**src/msm_pkg.sv**
```systemverilog
// Shared constants and control types for the square matrix multiply block.
package msm_pkg;

   localparam int MAX_DIM_DEFAULT = 8;
   localparam int ELEM_W = 32;
   localparam int PROD_W = 64;
   localparam int ACC_W = 67;
   localparam int IDX_W = 3;
   localparam int DIM_W = 4;
   localparam int COUNT_W = 7;
   localparam logic [COUNT_W-1:0] COUNT_MAX = '1;

   typedef struct packed {
      logic             wr_en;
      logic             rd_en;
      logic             first;
      logic             last;
      logic             final_flag;
      logic [IDX_W-1:0] row;
      logic [IDX_W-1:0] col;
   } cmd_type;

   typedef struct packed {
      logic out_busy;
      logic result_load;
   } status_type;

endpackage

```
**src/msm_if.sv**
```systemverilog
// Request, response and register-write channel interfaces.
interface msm_req_if;
   logic                               valid;
   logic                               ready;
   logic signed [msm_pkg::ELEM_W-1:0]  element;

   modport source (output valid, output element, input ready);
   modport sink (input valid, input element, output ready);
endinterface


interface msm_csr_if;
   logic                        valid;
   logic                        ready;
   logic [msm_pkg::DIM_W-1:0]   dimension;

   modport source (output valid, output dimension, input ready);
   modport sink (input valid, input dimension, output ready);
endinterface

```
**src/msm_ctrl.sv**
```systemverilog
// Controller: load counting, dimension register and element/term sequencing.
module msm_ctrl #(
   parameter int MAX_DIM = msm_pkg::MAX_DIM_DEFAULT,
   parameter int DEPTH = MAX_DIM * MAX_DIM,
   parameter int ADDR_W = (DEPTH > 1) ? $clog2(DEPTH) : 1
) (
   input  logic                 clock,
   input  logic                 reset,
   msm_req_if.sink              req,
   msm_csr_if.sink              csr,
   input  msm_pkg::status_type  status,
   output msm_pkg::cmd_type     cmd,
   output logic [ADDR_W-1:0]    wr_addr,
   output logic [ADDR_W-1:0]    rd_addr_a,
   output logic [ADDR_W-1:0]    rd_addr_b
);

   typedef enum logic [1:0] {
      ST_LOAD,
      ST_WAIT,
      ST_RUN,
      ST_DRAIN
   } state_type;

   localparam logic [msm_pkg::DIM_W-1:0]   DimMax = msm_pkg::DIM_W'(MAX_DIM);
   localparam logic [msm_pkg::COUNT_W-1:0] DepthCount = msm_pkg::COUNT_W'(DEPTH);

   state_type                      state_ff, state_in;
   logic [msm_pkg::DIM_W-1:0]      dimension_ff, dimension_in;
   logic [msm_pkg::DIM_W-1:0]      n_ff, n_in;
   logic [msm_pkg::COUNT_W-1:0]    count_ff, count_in;
   logic [msm_pkg::IDX_W-1:0]      i_ff, i_in;
   logic [msm_pkg::IDX_W-1:0]      j_ff, j_in;
   logic [msm_pkg::IDX_W-1:0]      k_ff, k_in;
   logic [ADDR_W-1:0]              row_base_ff, row_base_in;
   logic [ADDR_W-1:0]              a_addr_ff, a_addr_in;
   logic [ADDR_W-1:0]              b_addr_ff, b_addr_in;

   logic [msm_pkg::DIM_W-1:0]      n_eff;
   logic [msm_pkg::COUNT_W-1:0]    count_next;
   logic [msm_pkg::COUNT_W-1:0]    total;
   logic                           accept;
   logic                           last_k;
   logic                           last_j;
   logic                           final_elem;

   always_comb begin
      if (dimension_ff == '0) begin
         n_eff = msm_pkg::DIM_W'(1);
      end else if (dimension_ff > DimMax) begin
         n_eff = DimMax;
      end else begin
         n_eff = dimension_ff;
      end
   end

   assign total = msm_pkg::COUNT_W'(n_eff) * msm_pkg::COUNT_W'(n_eff);
   assign count_next = (count_ff == msm_pkg::COUNT_MAX) ? count_ff
                                                        : count_ff + 1'b1;
   assign req.ready = (state_ff == ST_LOAD);
   assign csr.ready = 1'b1;
   assign accept = req.valid && req.ready;
   assign last_k = ({1'b0, k_ff} == n_ff - 1'b1);
   assign last_j = ({1'b0, j_ff} == n_ff - 1'b1);
   assign final_elem = last_j && ({1'b0, i_ff} == n_ff - 1'b1);

   assign cmd.wr_en = accept && (count_ff < DepthCount);
   assign cmd.rd_en = (state_ff == ST_RUN);
   assign cmd.first = (k_ff == '0);
   assign cmd.last = last_k;
   assign cmd.final_flag = final_elem;
   assign cmd.row = i_ff;
   assign cmd.col = j_ff;
   assign wr_addr = count_ff[ADDR_W-1:0];
   assign rd_addr_a = a_addr_ff;
   assign rd_addr_b = b_addr_ff;

   always_comb begin
      state_in = state_ff;
      dimension_in = csr.valid ? csr.dimension : dimension_ff;
      n_in = n_ff;
      count_in = count_ff;
      i_in = i_ff;
      j_in = j_ff;
      k_in = k_ff;
      row_base_in = row_base_ff;
      a_addr_in = a_addr_ff;
      b_addr_in = b_addr_ff;
      unique case (state_ff)
         ST_LOAD: begin
            if (accept) begin
               if (count_next >= total) begin
                  count_in = '0;
                  n_in = n_eff;
                  i_in = '0;
                  j_in = '0;
                  row_base_in = '0;
                  state_in = ST_WAIT;
               end else begin
                  count_in = count_next;
               end
            end
         end
         ST_WAIT: begin
            if (!status.out_busy) begin
               k_in = '0;
               a_addr_in = row_base_ff;
               b_addr_in = ADDR_W'(j_ff);
               state_in = ST_RUN;
            end
         end
         ST_RUN: begin
            k_in = k_ff + 1'b1;
            a_addr_in = a_addr_ff + 1'b1;
            b_addr_in = b_addr_ff + ADDR_W'(n_ff);
            if (last_k) begin
               state_in = ST_DRAIN;
            end
         end
         ST_DRAIN: begin
            if (status.result_load) begin
               if (final_elem) begin
                  state_in = ST_LOAD;
               end else if (last_j) begin
                  j_in = '0;
                  i_in = i_ff + 1'b1;
                  row_base_in = row_base_ff + ADDR_W'(n_ff);
                  state_in = ST_WAIT;
               end else begin
                  j_in = j_ff + 1'b1;
                  state_in = ST_WAIT;
               end
            end
         end
         default: begin
            state_in = ST_LOAD;
         end
      endcase
   end

   always_ff @(posedge clock) begin
      if (reset) begin
         state_ff <= ST_LOAD;
         dimension_ff <= DimMax;
         count_ff <= '0;
      end else begin
         state_ff <= state_in;
         dimension_ff <= dimension_in;
         count_ff <= count_in;
      end
      n_ff <= n_in;
      i_ff <= i_in;
      j_ff <= j_in;
      k_ff <= k_in;
      row_base_ff <= row_base_in;
      a_addr_ff <= a_addr_in;
      b_addr_ff <= b_addr_in;
   end

   a_read_slot_free: assert property (@(posedge clock) disable iff (reset)
      cmd.rd_en |-> !status.out_busy)
      else $error("term issued while a response is pending");

   a_count_bound: assert property (@(posedge clock) disable iff (reset)
      count_ff <= DepthCount)
      else $error("load count beyond store depth");

   a_drain_holds: assert property (@(posedge clock) disable iff (reset)
      (state_ff == ST_DRAIN && !status.result_load) |=> state_ff == ST_DRAIN)
      else $error("left drain without a result");

endmodule

```
**src/flat_wrapper.sv**
```systemverilog
// flat-port wrapper written by rule: the top's interface ports become plain ports
module msm_ctrl_flat 
#(
   parameter int MAX_DIM = msm_pkg::MAX_DIM_DEFAULT,
   parameter int DEPTH = MAX_DIM * MAX_DIM,
   parameter int ADDR_W = (DEPTH > 1) ? $clog2(DEPTH) : 1
)
  (clock, reset, status, cmd, wr_addr, rd_addr_a, rd_addr_b, req_valid, req_element, req_ready, csr_valid, csr_dimension, csr_ready);
  msm_req_if req_i ();
  msm_csr_if csr_i ();
  input  logic clock;
  input  logic reset;
  input  msm_pkg::status_type status;
  output msm_pkg::cmd_type cmd;
  output logic [ADDR_W-1:0] wr_addr;
  output logic [ADDR_W-1:0] rd_addr_a;
  output logic [ADDR_W-1:0] rd_addr_b;
  input wire logic [$bits(req_i.valid)-1:0] req_valid;
  input wire logic [$bits(req_i.element)-1:0] req_element;
  output wire logic [$bits(req_i.ready)-1:0] req_ready;
  input wire logic [$bits(csr_i.valid)-1:0] csr_valid;
  input wire logic [$bits(csr_i.dimension)-1:0] csr_dimension;
  output wire logic [$bits(csr_i.ready)-1:0] csr_ready;
  assign req_i.valid = req_valid;
  assign req_i.element = req_element;
  assign req_ready = req_i.ready;
  assign csr_i.valid = csr_valid;
  assign csr_i.dimension = csr_dimension;
  assign csr_ready = csr_i.ready;
  msm_ctrl #(.MAX_DIM(MAX_DIM), .DEPTH(DEPTH), .ADDR_W(ADDR_W)) u_core (.clock(clock), .reset(reset), .req(req_i), .csr(csr_i), .status(status), .cmd(cmd), .wr_addr(wr_addr), .rd_addr_a(rd_addr_a), .rd_addr_b(rd_addr_b));
endmodule
```
**config.mk**
```make
export PLATFORM = sky130hd
export DESIGN_NAME = msm_ctrl_flat
export DESIGN_NICKNAME = d
export VERILOG_FILES = /design/src/msm_pkg.sv /design/src/msm_if.sv /design/src/msm_ctrl.sv /design/src/flat_wrapper.sv
export SDC_FILE = /design/constraint.sdc
export NUM_CORES = 1
export LEC_CHECK = 0
export ABC_AREA = 1
export BUFFER_PORTS_ARGS = -buffer_cell sky130_fd_sc_hd__buf_2
export CORE_MARGIN = 5
export CORE_UTILIZATION = 54
export DETAILED_ROUTE_END_ITERATION = 10
export GPL_TIMING_DRIVEN = 0
export PLACE_DENSITY_LB_ADDON = 0.3
export SLEW_MARGIN = 20
export SYNTH_ARGS = -nofsm -noshare
export SYNTH_HDL_FRONTEND = slang
export SYNTH_SLANG_ARGS = --single-unit
```
**constraint.sdc**
```tcl
create_clock -name clock -period 3.21 [get_ports clock]
set_input_delay 0.642 -clock clock [delete_from_list [all_inputs] [get_ports clock]]
set_output_delay 0.642 -clock clock [all_outputs]
set_load 0.02 [all_outputs]
```
After elaboration in Yosys (flattened, before gate mapping) --
Index checks and enable logic that the tools add are counted.
Storage, ports and cells: bits in registers 44, bits of input ports 42, output and inout port bits 31, logic and storage cells 83
Operators by class: add/subtract/negate cells 8, multipliers 1, equal/unequal tests 14, muxes and demuxes 33, order comparisons 3, reductions and logical operators 14
Operator list (number):
- $mux 6 | 7
- $pmux 6 s2 | 3
- $mux 3 | 9
- $pmux 3 s2 | 3
- $mux 7 | 2
- $add 6x4->6 | 2
- $eq 3x4->1 | 3
- $mux 2 | 5
- $ne 2x2->1 const B | 5
- $reduce_and 5->1 | 2
- $add 3x1->3 const B | 3
- $mux 4 | 2
- $pmux 2 s4 | 1
- $add 7x1->7 const B | 1
- $eq 7x7->1 const B | 1
- $ge 7x7->1 | 1
- $lt 7x7->1 const B | 1
- $mul 4x4->7 | 1
- $add 6x1->6 const B | 1
- $reduce_and 6->1 | 1
- $eq 2x2->1 const B | 2
- $gt 4x4->1 const B | 1
- $logic_not 4->1 | 1
- $ne 2x1->1 const B | 2
- other kinds (9) | 13

Logic depth before layout (Yosys ltp) --
depth in word-level cells 8, gate-level depth with buffers 20, gate-level depth less buffers 20

Worst setup path after synthesis --
OpenSTA, ideal clock, no wires.
kind register -> register, start reg u_core.dimension_ff[1] (netlist bit), end reg u_core.i_ff[0] (netlist bit), enable pin, required time 2.836 ns, cell stages (with the launch flop) 19, path buffers 0, slack 0.331 ns, arrival 2.505 ns, cell sequence dfxtp_1 nor3_1 o21ai_0 inv_1 nand2_1 inv_1 ha_1 nand3_1 nand2_1 xor2_1 ha_1 nand4_1 nor2_1 nand2_2 nand2_2 inv_2 nand3_1 nand2_1 nor3b_2
Between the ends: cells in the longest elaborated chain, start to end 7, elaborated cells between the ends (all ways) 8, those cells by class mul (1); order compare (2); eq/ne (1); mux (2); reduce/logical (2)
RTL lines:
- start, declared | line msm_ctrl.sv:29 | logic [msm_pkg::DIM_W-1:0] dimension_ff, dimension_in;
- start signal, assigned | line msm_ctrl.sv:144 | dimension_ff <= DimMax;
- start signal, assigned | line msm_ctrl.sv:148 | dimension_ff <= dimension_in;
- $gt 4x4->1 | line msm_ctrl.sv:50 | end else if (dimension_ff > DimMax) begin
- $mux 4 | line msm_ctrl.sv:50
- $mux 4 (*) | line msm_ctrl.sv:48 | if (dimension_ff == '0) begin
- named net u_core.n_eff, one bit | line msm_ctrl.sv:39 | logic [msm_pkg::DIM_W-1:0] n_eff;
- $mul 4x4->7 (*) | line msm_ctrl.sv:57 | assign total = msm_pkg::COUNT_W'(n_eff) * msm_pkg::COUNT_W'(n_eff);
- $ge 7x7->1 (*) | line msm_ctrl.sv:92 | if (count_next >= total) begin
- $ne 2x2->1 (no line) (*)
- $reduce_and 6->1 (no line) (*)
- end signal, assigned | line msm_ctrl.sv:152 | i_ff <= i_in;
- end, declared | line msm_ctrl.sv:32 | logic [msm_pkg::IDX_W-1:0] i_ff, i_in;
The timed path passes the listed nets; every way through them passes the cells marked *. A chain may end at the register's enable or synchronous reset.

Worst setup path in the final report --
start reg u_core.dimension_ff[3] (netlist bit), end reg u_core.row_base_ff[3], enable pin
Between the ends: cells in the longest elaborated chain, start to end 7, elaborated cells between the ends (all ways) 8, those cells by class mul (1); order compare (2); eq/ne (1); mux (2); reduce/logical (2)
RTL lines:
- $gt 4x4->1 | line msm_ctrl.sv:50
- $mux 4 | line msm_ctrl.sv:50
- $mux 4 (*) | line msm_ctrl.sv:48
- $mul 4x4->7 (*) | line msm_ctrl.sv:57
- $ge 7x7->1 (*) | line msm_ctrl.sv:92
- $ne 2x2->1 (no line) (*)
- $reduce_and 6->1 (no line) (*)
- end signal, assigned | line msm_ctrl.sv:155 | row_base_ff <= row_base_in;
- end, declared | line msm_ctrl.sv:35 | logic [ADDR_W-1:0] row_base_ff, row_base_in;
Every way passes the cells marked *; elsewhere a longest branch is shown, timed or not.

==> results.py <==
metrics = {
    "run_status": {
        "status": "complete, no violations",
    },
    "timing": {
        "setup_viol": 0,
        "relSlewSlack_pct": 56.5,
        "period_share_pct": 91.3,
        "max_freq_mhz": 341,
        "rsz0062_at_grt": "no",
        "slew_viol_final": 0,
        "worst_slew_pin_slew_ns": 0.653,
        "hold_viol_final": 0,
        "fin_skew_ns": 0.0111,
        "period_needed_ns": 2.93,
    },
    "drt": {
        "wl_um": 6010,
        "post-route-drc-count": 0,
        "firstDrtPassIters": 4,
        "drtAntennaViolNets": 0,
        "drt-vias-per-instance": 5.07,
        "drt_iter0_drc": 134,
        "vias": 2479,
        "routedWlPerCell_um": 12.3,
    },
    "pwr": {
        "p_total_mw": 2.25,
        "leakagePower_nw": 1.69,
        "max-vdd-ir-drop_mv": 0.290,
        "powerDensity_mw_per_mm2": 655,
    },
    "logic_synthesis": {
        "syn-instance-count": 367,
        "synth_edf_count": 31,
        "synth_seq_cells": 44,
        "syn-cell-area_sq_mm": 0.00302,
        "ys_async_sr_fraction_pct": 0,
        "syn_area_per_cell_sq_um": 8.23,
        "synth_cell_types": 34,
        "ys_seq_area_share_pct": 39.5,
        "ys.flop_type": "edfxtp_1",
        "yosysWarnings": 0,
    },
    "floorplan": {
        "num_rows": 27,
        "die_w_um": 84.8,
        "dieHeight_um": 84.8,
        "io_pins": 73,
        "core_area_sq_mm": 0.00547,
        "start_util_pct": 55.2,
        "die_area_sq_mm": 0.00719,
    },
    "layout": {
        "fin_util_pct": 62.8,
        "area_delta_synth_final_pct": 13.9,
        "diodes": 0,
        "nNetsFinal": 488,
        "drive_gt1_share_pct": 20.6,
        "final_cells": 489,
    },
    "setup_path": {
        "crit-reg2reg-capture": "u_core.row_base_ff[3]",
        "cpLargestDelayFamily": "simple AND/OR/NAND/NOR gates",
        "r2r_setup_slack_ns": 0.28,
        "r2r_cells": 16,
        "r2r-start": "u_core.dimension_ff[3]",
        "path_max_fanout": 9,
        "worstPathRequired_ns": 3.23,
        "critPathArrivalTime_ns": 2.95,
        "crit_type": "register to register",
        "worstSetupEndpointType": "register",
        "cp_slowest_stage_delay_ns": 0.36,
        "crit_path_start_kind": "register",
        "cp_slowest_cell": "dfxtp_1",
        "crit_buf_inv": 3,
        "path_cells": "inv_1, nand2_1, nor2_1, ha_1, a31oi_1, xor2_1, ha_1, nand4_1, nor2_2, nand2_2, nand2_2, inv_2, nand3_1, nand2_1, nor3b_4, buf_12",
    },
    "clock_network": {
        "numCtsBuffers": 5,
        "cts_buffer_depth": 2,
        "cts_tree": "done",
        "htree_num_levels": 2,
        "clock_sinks": 44,
        "clk_pin_slew_ns": 0.08,
        "clk_latency_ns": 0.30,
        "cts_root_buf": "clkbuf_8",
    },
    "global_routing": {
        "grt_overflow": 0,
        "antenna_found_initial": 0,
        "grt_pass1_wl_um": 10500,
        "grt_max_degree": 16,
        "grtUsageTotal_pct": 17.7,
        "first_global_vias": 2487,
    },
    "place": {
        "dp_cells": 478,
        "hpwl_um": 4750,
        "io_buffers": 38,
        "gp_congestion": 0.846,
    },
    "run": {
        "maxCapViolations": 0,
    },
    "worst_hold_path": {
        "hold_depth": 2,
        "min_to": "u_core.dimension_ff[0]",
        "min_path_type": "register to register",
        "hold_path_startpoint": "u_core.dimension_ff[0]",
    },
}
[layout make-up]
type	count	area [sq um]
Tap cell	72	90.1
Multi-Input combinational cell	257	1560
Sequential cell	44	1190
Inverter	52	195
Buffer	15	90.1
Timing Repair Buffer	41	225
Clock buffer	7	86.3
Clock inverter	1	3.75
Fill cell	510	2030
[layout by cell type (no fill, tap or decap), types with 8 or more instances in the layout]
| master | instances |
|---|---|
| nand2_1 | 76 |
| inv_1 | 48 |
| buf_2 | 38 |
| nor2_1 | 37 |
| edfxtp_1 | 31 |
| ha_1 | 28 |
| o21ai_0 | 24 |
| a21oi_1 | 22 |
| dfxtp_1 | 12 |
| buf_4 | 11 |
| nand3_1 | 10 |
| xnor2_1 | 8 |
[flip-flops by register name (all words and copies together) (netlist names)]
name / count
u_core.i_ff: 3
u_core.rd_addr_a: 6
u_core.row_base_ff: 6
u_core.k_ff: 3
u_core.j_ff: 3
u_core.n_ff: 4
u_core.dimension_ff: 4
u_core.state_ff: 2
u_core.count_ff: 7
u_core.rd_addr_b: 6
[cells in the mapped netlist, types with 2 or more instances]
library cell  count  share of area, %
or2_2             3              0.62
buf_4             9               2.2
o21ai_0          25               4.1
inv_1            48               6.0
nand2_2           7               1.5
nand4_1           5               1.0
dfxtp_1          13               8.6
fa_1              2               1.3
nand2_4           2              0.75
clkbuf_1          6              0.75
a31oi_1           2              0.41
nand2_1          76               9.4
a21oi_1          22               3.6
conb_1            2              0.25
edfxtp_1         31                31
a21oi_2           4               1.2
xnor2_1           8               2.3
ha_1             28                12
o21a_1            2              0.50
xor2_1            7               2.0
nor2_1           38               4.7
inv_2             4              0.50
nor2_4            2              0.75
nand3_1          10               1.7
nand3_2           2              0.66
[metrics by stage]
| stage | setup WS (ns) | cell area, sq um | TNS (ns) | hold WS (ns) |
|---|---|---|---|---|
| global placement | -0.0527 | 3300 | -0.470 | 0.480 |
| floorplan | 0.331 | 3020 | 0 | 0.455 |
| global route | 0.0141 | 3440 | 0 | 0.523 |
| CTS | 0.0402 | 3400 | 0 | 0.492 |
| finish | 0.278 | 3440 | 0 | 0.498 |
| detailed placement | -0.0780 | 3300 | -0.698 | 0.480 |
[how the worst max path moves through the flow]
stage / from / endpoint / slack [ns] / cells past startpoint
floorplan: u_core.dimension_ff[1] / u_core.i_ff[0] / 0.33 / 18
global placement: u_core.dimension_ff[1] / u_core.row_base_ff[5] / -0.05 / 18
detailed placement: u_core.dimension_ff[1] / u_core.row_base_ff[3] / -0.08 / 18
CTS: u_core.dimension_ff[1] / u_core.row_base_ff[3] / 0.04 / 18
global route: u_core.dimension_ff[3] / u_core.row_base_ff[4] / 0.01 / 19
finish: u_core.dimension_ff[3] / u_core.row_base_ff[3] / 0.28 / 16
[cell families after synthesis]
kind of cell	synth area share, %
adders and majority gates	12.9
AOI/OAI and AO/OA	10.5
xor gates and xnor gates	4.35
DFF	39.5
other	0.249
buffers and inverters	9.45
and+or+nand+nor	23.0
[worst register-to-register path, cell delays in order (launching register included)]
cell	delay [ns]
dfxtp_1	0.36
inv_1	0.10
nand2_1	0.14
nor2_1	0.07
ha_1	0.34
a31oi_1	0.21
xor2_1	0.10
ha_1	0.31
nand4_1	0.14
nor2_2	0.11
nand2_2	0.06
nand2_2	0.05
inv_2	0.04
nand3_1	0.10
nand2_1	0.12
nor3b_4	0.25
buf_12	0.16
[routing by layer]
layer	part of all wire, %	vias up	GRT usage (%)
li1	-	1281	-
met1	44	1145	20.5
met2	50	46	32.7
met3	4.1	7	3.63
met4	1.3	0	5.18
met5	0	-	0
[where the power goes]
part	internal (mW)	switching, mW	leakage [nW]
clock	0.173	0.190	0.0459
sequential	0.806	0.112	0.400
combinational	0.352	0.619	1.24
[timing repair]
action	in CTS	in global routing
setup buffers	0	3
resized for setup	1	3
endpoints found under the setup margin	9	12
hold buffers	0	0
pin swaps	0	2
Note: power is estimated with default switching activity, not from simulation.
